`src/sv/wmf_pkg.sv`:
```
`timescale 1ns / 1ps

package wmf_pkg;

    localparam int MAX_HALF    = 7;
    localparam int SAMPLE_BITS = 16;
    localparam int HALF_W      = 3;
    localparam int HIST_DEPTH  = 2 * MAX_HALF + 1;
    localparam int IDX_W       = $clog2(HIST_DEPTH);
    localparam int CNT_W       = $clog2(HIST_DEPTH + 1);

    typedef logic signed [SAMPLE_BITS-1:0] sample_t;
    typedef logic [HALF_W-1:0]             half_t;
    typedef logic [IDX_W-1:0]              idx_t;
    typedef logic [CNT_W-1:0]              cnt_t;

    typedef struct packed {
        logic shift_en;
        logic rank_clr;
        logic rank_en;
    } cell_ctrl_t;

    typedef struct packed {
        idx_t lo;
        idx_t hi;
    } win_t;

    // Window of samples lo..hi around the sample d places back, cut short at
    // the newest sample (index 0) and at the oldest sample held (lim).
    function automatic win_t win_bounds(input idx_t d, input idx_t h, input idx_t lim);
        win_t w;
        idx_t sum;
        w.lo = (d >= h) ? idx_t'(d - h) : '0;
        sum  = idx_t'(d + h);
        w.hi = (sum > lim) ? lim : sum;
        return w;
    endfunction

endpackage

```
`src/sv/wmf_stream_if.sv`:
```
`timescale 1ns / 1ps

interface wmf_in_if;
    logic             valid;
    logic             ready;
    wmf_pkg::sample_t sample;
    logic             end_of_seq;

    modport source (output valid, output sample, output end_of_seq, input ready);
    modport sink   (input valid, input sample, input end_of_seq, output ready);
endinterface

interface wmf_out_if;
    logic             valid;
    logic             ready;
    wmf_pkg::sample_t median;
    logic             last;

    modport source (output valid, output median, output last, input ready);
    modport sink   (input valid, input median, input last, output ready);
endinterface

```
`src/sv/wmf_cell.sv`:
```
`timescale 1ns / 1ps

module wmf_cell (
    input  logic                clk,
    input  wmf_pkg::cell_ctrl_t ctrl,
    input  wmf_pkg::sample_t    shift_in,
    input  wmf_pkg::sample_t    probe,
    input  logic                probe_before,
    output wmf_pkg::sample_t    held,
    output wmf_pkg::idx_t       rank
);
    import wmf_pkg::*;

    sample_t sample_reg;
    idx_t    rank_reg;
    logic    beats;

    // A probe that sorts ahead of this cell's sample raises its rank. Equal
    // values are ordered by position so every window gets distinct ranks.
    assign beats = (probe < sample_reg) || ((probe == sample_reg) && probe_before);

    always_ff @(posedge clk)
    begin
        if (ctrl.shift_en)
        begin
            sample_reg <= shift_in;
        end
        if (ctrl.rank_clr)
        begin
            rank_reg <= '0;
        end
        else if (ctrl.rank_en && beats)
        begin
            rank_reg <= idx_t'(rank_reg + 1'b1);
        end
    end

    assign held = sample_reg;
    assign rank = rank_reg;

endmodule

```
`src/sv/windowed_median_filter_unit.sv`:
```
`timescale 1ns / 1ps

// Streaming centered median filter over signed 16-bit samples. Each output is
// the median of the samples up to half_width either side, with the window cut
// short at both ends of a sequence and the upper median taken for an even
// count; outputs lag the input by half_width samples, and the sample marked
// end_of_seq flushes all owed outputs, the final one marked last. Samples sit
// in a chain of 15 cells; a median is found by broadcasting the window's
// samples one per cycle along the chain while every cell counts how many sort
// ahead of it. The longest item is a flush at half_width 7: eight outputs
// over windows of 15 down to 8 samples. The next sample is taken as soon as
// the last result of an item sits in the output register. half_width resets
// to 1 and should be written only between items.
module windowed_median_filter_unit (
    input  logic                clk,
    input  logic                rst_n,
    input  logic                cfg_wr_en,
    input  wmf_pkg::half_t      cfg_wr_data,
    wmf_in_if.sink              in_stream,
    wmf_out_if.source           out_stream
);
    import wmf_pkg::*;

    typedef enum logic [2:0] {
        ST_IDLE = 3'b001,
        ST_SCAN = 3'b010,
        ST_PUSH = 3'b100
    } state_t;

    state_t  state_reg, state_next;
    half_t   half_reg;
    cnt_t    seen_reg, seen_next;
    logic    flush_reg, flush_next;
    idx_t    d_reg, d_next;
    idx_t    lim_reg, lim_next;
    idx_t    lo_reg, lo_next;
    idx_t    hi_reg, hi_next;
    idx_t    k_reg, k_next;
    logic    out_valid_reg, out_valid_next;
    sample_t median_reg, median_next;
    logic    last_reg, last_next;

    cell_ctrl_t ctrl;
    sample_t    held [HIST_DEPTH];
    idx_t       rank [HIST_DEPTH];
    logic [HIST_DEPTH-1:0] earlier;
    logic [HIST_DEPTH-1:0] hit;
    sample_t    probe;
    sample_t    picked;
    idx_t       h;
    cnt_t       seen_new;
    idx_t       lim_new;
    idx_t       top;
    cnt_t       win_cnt;
    idx_t       target;
    win_t       win;
    idx_t       win_d;
    idx_t       win_lim;
    logic       accept;
    logic       load;

    assign h = (int'(half_reg) > MAX_HALF) ? idx_t'(MAX_HALF) : idx_t'(half_reg);

    assign accept = in_stream.valid && (state_reg == ST_IDLE);
    assign in_stream.ready = (state_reg == ST_IDLE);

    assign seen_new = (seen_reg == cnt_t'(HIST_DEPTH)) ? seen_reg : cnt_t'(seen_reg + 1'b1);
    assign lim_new  = idx_t'(seen_new - 1'b1);
    assign top      = (lim_new < h) ? lim_new : h;

    assign probe = held[k_reg];

    // Cell chain: cell 0 takes the new sample, each later cell its neighbor's.
    genvar j;
    generate
        for (j = 0; j < HIST_DEPTH; j++)
        begin : g_cell
            assign earlier[j] = (k_reg < idx_t'(j));

            wmf_cell u_cell (
                .clk          (clk),
                .ctrl         (ctrl),
                .shift_in     ((j == 0) ? in_stream.sample : held[(j == 0) ? 0 : j - 1]),
                .probe        (probe),
                .probe_before (earlier[j]),
                .held         (held[j]),
                .rank         (rank[j])
            );
        end
    endgenerate

    assign win_cnt = cnt_t'(cnt_t'(hi_reg) - cnt_t'(lo_reg) + cnt_t'(1));
    assign target  = idx_t'(win_cnt >> 1);

    always_comb
    begin
        picked = '0;
        for (int i = 0; i < HIST_DEPTH; i++)
        begin
            hit[i] = (idx_t'(i) >= lo_reg) && (idx_t'(i) <= hi_reg) && (rank[i] == target);
            if (hit[i])
            begin
                picked = picked | held[i];
            end
        end
    end

    assign load = (state_reg == ST_PUSH) && (!out_valid_reg || out_stream.ready);

    // The window for the next output is worked out from the new offset.
    always_comb
    begin
        if (state_reg == ST_IDLE)
        begin
            win_d   = in_stream.end_of_seq ? top : h;
            win_lim = lim_new;
        end
        else
        begin
            win_d   = idx_t'(d_reg - 1'b1);
            win_lim = lim_reg;
        end
    end

    assign win = win_bounds(win_d, h, win_lim);

    always_comb
    begin
        state_next     = state_reg;
        seen_next      = seen_reg;
        flush_next     = flush_reg;
        d_next         = d_reg;
        lim_next       = lim_reg;
        lo_next        = lo_reg;
        hi_next        = hi_reg;
        k_next         = k_reg;
        median_next    = median_reg;
        last_next      = last_reg;
        out_valid_next = out_valid_reg && !out_stream.ready;
        ctrl           = '0;

        case (state_reg)
            ST_IDLE:
            begin
                if (accept)
                begin
                    ctrl.shift_en = 1'b1;
                    ctrl.rank_clr = 1'b1;
                    lim_next      = lim_new;
                    d_next        = win_d;
                    lo_next       = win.lo;
                    hi_next       = win.hi;
                    k_next        = win.lo;
                    if (in_stream.end_of_seq)
                    begin
                        flush_next = 1'b1;
                        seen_next  = '0;
                        state_next = ST_SCAN;
                    end
                    else
                    begin
                        flush_next = 1'b0;
                        seen_next  = seen_new;
                        if (seen_new > cnt_t'(h))
                        begin
                            state_next = ST_SCAN;
                        end
                    end
                end
            end

            ST_SCAN:
            begin
                ctrl.rank_en = 1'b1;
                if (k_reg == hi_reg)
                begin
                    state_next = ST_PUSH;
                end
                else
                begin
                    k_next = idx_t'(k_reg + 1'b1);
                end
            end

            ST_PUSH:
            begin
                if (load)
                begin
                    out_valid_next = 1'b1;
                    median_next    = picked;
                    last_next      = flush_reg && (d_reg == '0);
                    if (flush_reg && (d_reg != '0))
                    begin
                        ctrl.rank_clr = 1'b1;
                        d_next        = win_d;
                        lo_next       = win.lo;
                        hi_next       = win.hi;
                        k_next        = win.lo;
                        state_next    = ST_SCAN;
                    end
                    else
                    begin
                        state_next = ST_IDLE;
                    end
                end
            end

            default:
            begin
                state_next = ST_IDLE;
            end
        endcase
    end

    always_ff @(posedge clk or negedge rst_n)
    begin
        if (!rst_n)
        begin
            state_reg     <= ST_IDLE;
            half_reg      <= half_t'(1);
            seen_reg      <= '0;
            out_valid_reg <= 1'b0;
        end
        else
        begin
            state_reg     <= state_next;
            seen_reg      <= seen_next;
            out_valid_reg <= out_valid_next;
            if (cfg_wr_en)
            begin
                half_reg <= cfg_wr_data;
            end
        end
    end

    always_ff @(posedge clk)
    begin
        flush_reg  <= flush_next;
        d_reg      <= d_next;
        lim_reg    <= lim_next;
        lo_reg     <= lo_next;
        hi_reg     <= hi_next;
        k_reg      <= k_next;
        median_reg <= median_next;
        last_reg   <= last_next;
    end

    assign out_stream.valid  = out_valid_reg;
    assign out_stream.median = median_reg;
    assign out_stream.last   = last_reg;

    // Once the scan is done, exactly one cell of the window holds the median rank.
    a_one_median: assert property (@(posedge clk) disable iff (!rst_n)
        (state_reg == ST_PUSH) |-> $onehot(hit))
        else $error("median rank not unique in window");

    // The scan index stays inside the window.
    a_scan_in_window: assert property (@(posedge clk) disable iff (!rst_n)
        (state_reg == ST_SCAN) |-> ((k_reg >= lo_reg) && (k_reg <= hi_reg)))
        else $error("scan index outside window");

    // The final output of a sequence leaves the block idle with a fresh count.
    a_last_ends_seq: assert property (@(posedge clk) disable iff (!rst_n)
        (load && flush_reg && (d_reg == '0)) |=> ((state_reg == ST_IDLE) && (seen_reg == '0)))
        else $error("sequence not closed after last output");

endmodule
```
`src/flat_wrapper.sv`:
```
// flat-port wrapper written by rule: the top's interface ports become plain ports
module windowed_median_filter_unit_flat import wmf_pkg::*;
  (clk, rst_n, cfg_wr_en, cfg_wr_data, in_stream_valid, in_stream_sample, in_stream_end_of_seq, in_stream_ready, out_stream_valid, out_stream_median, out_stream_last, out_stream_ready);
  wmf_in_if in_stream_i ();
  wmf_out_if out_stream_i ();
  input  logic clk;
  input  logic rst_n;
  input  logic cfg_wr_en;
  input  wmf_pkg::half_t cfg_wr_data;
  input wire logic [$bits(in_stream_i.valid)-1:0] in_stream_valid;
  input wire logic [$bits(in_stream_i.sample)-1:0] in_stream_sample;
  input wire logic [$bits(in_stream_i.end_of_seq)-1:0] in_stream_end_of_seq;
  output wire logic [$bits(in_stream_i.ready)-1:0] in_stream_ready;
  output wire logic [$bits(out_stream_i.valid)-1:0] out_stream_valid;
  output wire logic [$bits(out_stream_i.median)-1:0] out_stream_median;
  output wire logic [$bits(out_stream_i.last)-1:0] out_stream_last;
  input wire logic [$bits(out_stream_i.ready)-1:0] out_stream_ready;
  assign in_stream_i.valid = in_stream_valid;
  assign in_stream_i.sample = in_stream_sample;
  assign in_stream_i.end_of_seq = in_stream_end_of_seq;
  assign in_stream_ready = in_stream_i.ready;
  assign out_stream_valid = out_stream_i.valid;
  assign out_stream_median = out_stream_i.median;
  assign out_stream_last = out_stream_i.last;
  assign out_stream_i.ready = out_stream_ready;
  windowed_median_filter_unit u_core (.clk(clk), .rst_n(rst_n), .cfg_wr_en(cfg_wr_en), .cfg_wr_data(cfg_wr_data), .in_stream(in_stream_i), .out_stream(out_stream_i));
endmodule
```
`config.mk`:
```
export PLATFORM = sky130hd
export DESIGN_NAME = windowed_median_filter_unit_flat
export DESIGN_NICKNAME = d
export VERILOG_FILES = /design/src/sv/wmf_pkg.sv /design/src/sv/wmf_stream_if.sv /design/src/sv/wmf_cell.sv /design/src/sv/windowed_median_filter_unit.sv /design/src/flat_wrapper.sv
export SDC_FILE = /design/constraint.sdc
export NUM_CORES = 1
export LEC_CHECK = 0
export BUFFER_PORTS_ARGS = -buffer_cell sky130_fd_sc_hd__buf_2
export CAP_MARGIN = 40
export CELL_PAD_IN_SITES_DETAIL_PLACEMENT = 0
export CELL_PAD_IN_SITES_GLOBAL_PLACEMENT = 1
export CORE_ASPECT_RATIO = 1.5
export CORE_MARGIN = 5
export CORE_UTILIZATION = 52
export DETAILED_ROUTE_END_ITERATION = 8
export PLACE_DENSITY = 0.86
export SLEW_MARGIN = 20
export SYNTH_ARGS = -nofsm -noshare
export SYNTH_HDL_FRONTEND = slang
export SYNTH_SLANG_ARGS = --single-unit
```
`constraint.sdc`:
```
create_clock -name clk -period 8.75 [get_ports clk]
set_input_delay 0.4375 -clock clk [delete_from_list [all_inputs] [get_ports clk]]
set_output_delay 0.4375 -clock clk [all_outputs]
set_load 0.02 [all_outputs]
```
==> results.yml <==
die:
  initial_core_util: 0.5242
  io_pins: 44
  die-area_um2: 48620
  die_w_um: 181.7
  core_um2: 43870
  fp-row-count: 94
  die_h_um: 267.6
detailed_routing:
  ant_nets: 0
  vias_per_cell: 6.652
  drt-wirelength-per-cell_um: 28.41
  routed_wl_mm: 79.85
  dr.max_layer_used: "met5"
  m1WireLength_mm: 27.69
  drc_errors: 0
  dr_wl_met2_mm: 37.52
  vias: 18700
  wl_met3_mm: 7.146
  drt_iter0_markers: 2304
  firstDrtPassIters: 9
finish:
  area_delta_synth_final_pct: 10.24
  drive_gt1_frac: 0.1025
  nNetsFinal: 2516
  largest_reg_flops: 240
  diodes: 0
  fin_cells: 2811
synth:
  synth.distinct_cells: 81
  synth_area_leaders: "edfxtp_1 (36%), ha_1 (15%), dfxtp_1 (5.2%)"
  synth_commonest_cells: "inv_1 (282), ha_1 (279), edfxtp_1 (278)"
  async_flop_share: 0.03152
  yosysTopAreaCellShare: 0.3630
  synth_edf_count: 278
  synth_top_cell_by_area: "edfxtp_1"
  seq_area_frac_synth: 0.4273
  netlist_instances: 2149
  syn-num-nets: 2456
  yosysMostFrequentCell: "inv_1"
  synth_area_um2: 23000
  syn_area_per_cell_um2: 10.70
  synth_flop_cell: "edfxtp_1"
  synth_seq_cells: 349
  synth_warnings: 0
timing:
  drv_slew: 0
  setup_viol: 0
  worst_pin_slew_ns: 0.9035
  min_period_ns: 6.052
  tns_ns: 0
  rsz0062_at_grt: "false"
  finalCritPeriodShare: 0.6917
  max_freq_mhz: 165.2
  fin_hold_ws_ns: 0.06341
  timing.final.ws_setup_ns: 2.698
  hold_violations: 0
  skew_ns: 0.01948
  maxSlewHeadroom: 0.3921
placed_design:
  gp_congestion: 0.9869
  dpl.hpwl_mm: 57.84
  pre_cts_slack_ns: 3.035
  io_buffers: 43
  placed_cells: 2742
grt:
  grtUsageTotal: 0.3202
  grt_pass1_vias: 18450
  antenna_found_initial: 1
  overflow: 0
  grt_max_degree: 94
  grt_pass1_wl_mm: 116.7
critical_path:
  cp_num_buf_inv: 3
  critical-path-top-delay-family: "simple AND/OR/NAND/NOR gates"
  slowest_delay_ns: 0.87
  crit_type: "register to register"
  crit_chain: "inv_1 > buf_4 > and3_1 > a221oi_1 > nor2_1 > a21oi_1 > o21ai_1 > buf_4 > ha_1 > nand4_1 > nor4_1 > a21boi_0 > o31ai_1 > a31oi_1 > nand4_1 > mux2i_1"
  regToRegSetupSlack_ns: 2.70
  end_kind: "register"
  worstPathArrival_ns: 6.48
  slowest_stage: "nor4_1"
  critical_path_peak_fanout: 17
  required_ns: 9.18
  crit_path_start_kind: "register"
cts:
  cts_root_buf: "clkbuf_16"
  holdBufCountCts: 1
  clk_pin_slew_ns: 0.07
  clockBufferDepth: 3
  cts_tree: "done"
  cts_setup_buffers: 0
  clkSinkCount: 349
  insertion_delay_ns: 0.56
  cts-buffers-inserted: 36
  cts_resized: 0
  h-tree-depth: 2
worst_hold_path:
  hold_class: "input pin to register"
flow_run:
  maxCapViolations: 0
status:
  outcome: "finished, final reports clean"
metal layers:
| metal | up-vias | global-route usage |
|---|---|---|
| met5 | - | 0 |
| met4 | 2 | 0.2405 |
| met3 | 366 | 0.06834 |
| met2 | 1142 | 0.5290 |
| met1 | 8938 | 0.3637 |
| li1 | 8250 | - |
path summary, 6_finish.rpt:
kind | cells past startpoint | endpoint | startpoint
hold / removal | 1 | u_core.g_cell[0].u_cell.held[5] | in_stream_sample[5]
setup / recovery | 16 | u_core.g_cell[7].u_cell.rank[3] | u_core.k_reg[2]
setup reg to reg | 16 | u_core.g_cell[7].u_cell.rank[3] | u_core.k_reg[2]
min in group asynchronous | 2 | u_core.half_reg[1] | rst_n
hold reg to reg | 1 | u_core.g_cell[8].u_cell.rank[3] | u_core.g_cell[8].u_cell.rank[3]
max in group asynchronous | 2 | u_core.state_reg[0] | rst_n
cells in the final DEF (no fill, tap or decap), types with 27 or more instances in the layout:
cell type / count
a21o_1: 37
dfxtp_1: 60
buf_2: 47
nand2_1: 141
inv_1: 281
a21oi_1: 93
clkbuf_16: 37
mux4_2: 33
xnor2_1: 27
a222oi_1: 38
ha_1: 279
nor3_1: 32
nand4_1: 54
nor2_1: 90
buf_4: 49
a22oi_1: 38
a221oi_1: 46
mux2i_1: 51
o211ai_1: 39
edfxtp_1: 278
nand3_1: 45
o21ai_0: 72
per-stage QoR:
step / util / instance area [µm²]
5_1_grt: 0.5779 / 25350
3_5_place_dp: 0.5499 / 24120
3_3_place_gp: 0.5480 / 24040
2_1_floorplan: - / 23000
6_report: 0.5779 / 25350
4_1_cts: 0.5770 / 25310
kinds of logic (layout without fill, tap and decap cells):
logic type	count (synthesis)	count (layout)	share of synthesized area
xor+xnor	65	65	0.03362
simple gates	489	489	0.1100
flops	349	349	0.4273
buf+inv	363	449	0.06028
compound gates	511	511	0.1570
mux	90	90	0.05745
fa+ha+maj	282	282	0.1544
layout make-up:
type                    instances  area [µm²]
multi-input cells            1437       11850
clock buffers                  40       947.2
fillers                      3704       18520
flip-flops and latches        349        9827
inverters                     283        1070
repair buffers                102       703.2
clock inverters                24       232.7
well taps                     576       720.7
Power is left out: the tool's default activity adds up to more than one toggle a clock period on the data nets, which glitch-free logic cannot reach.
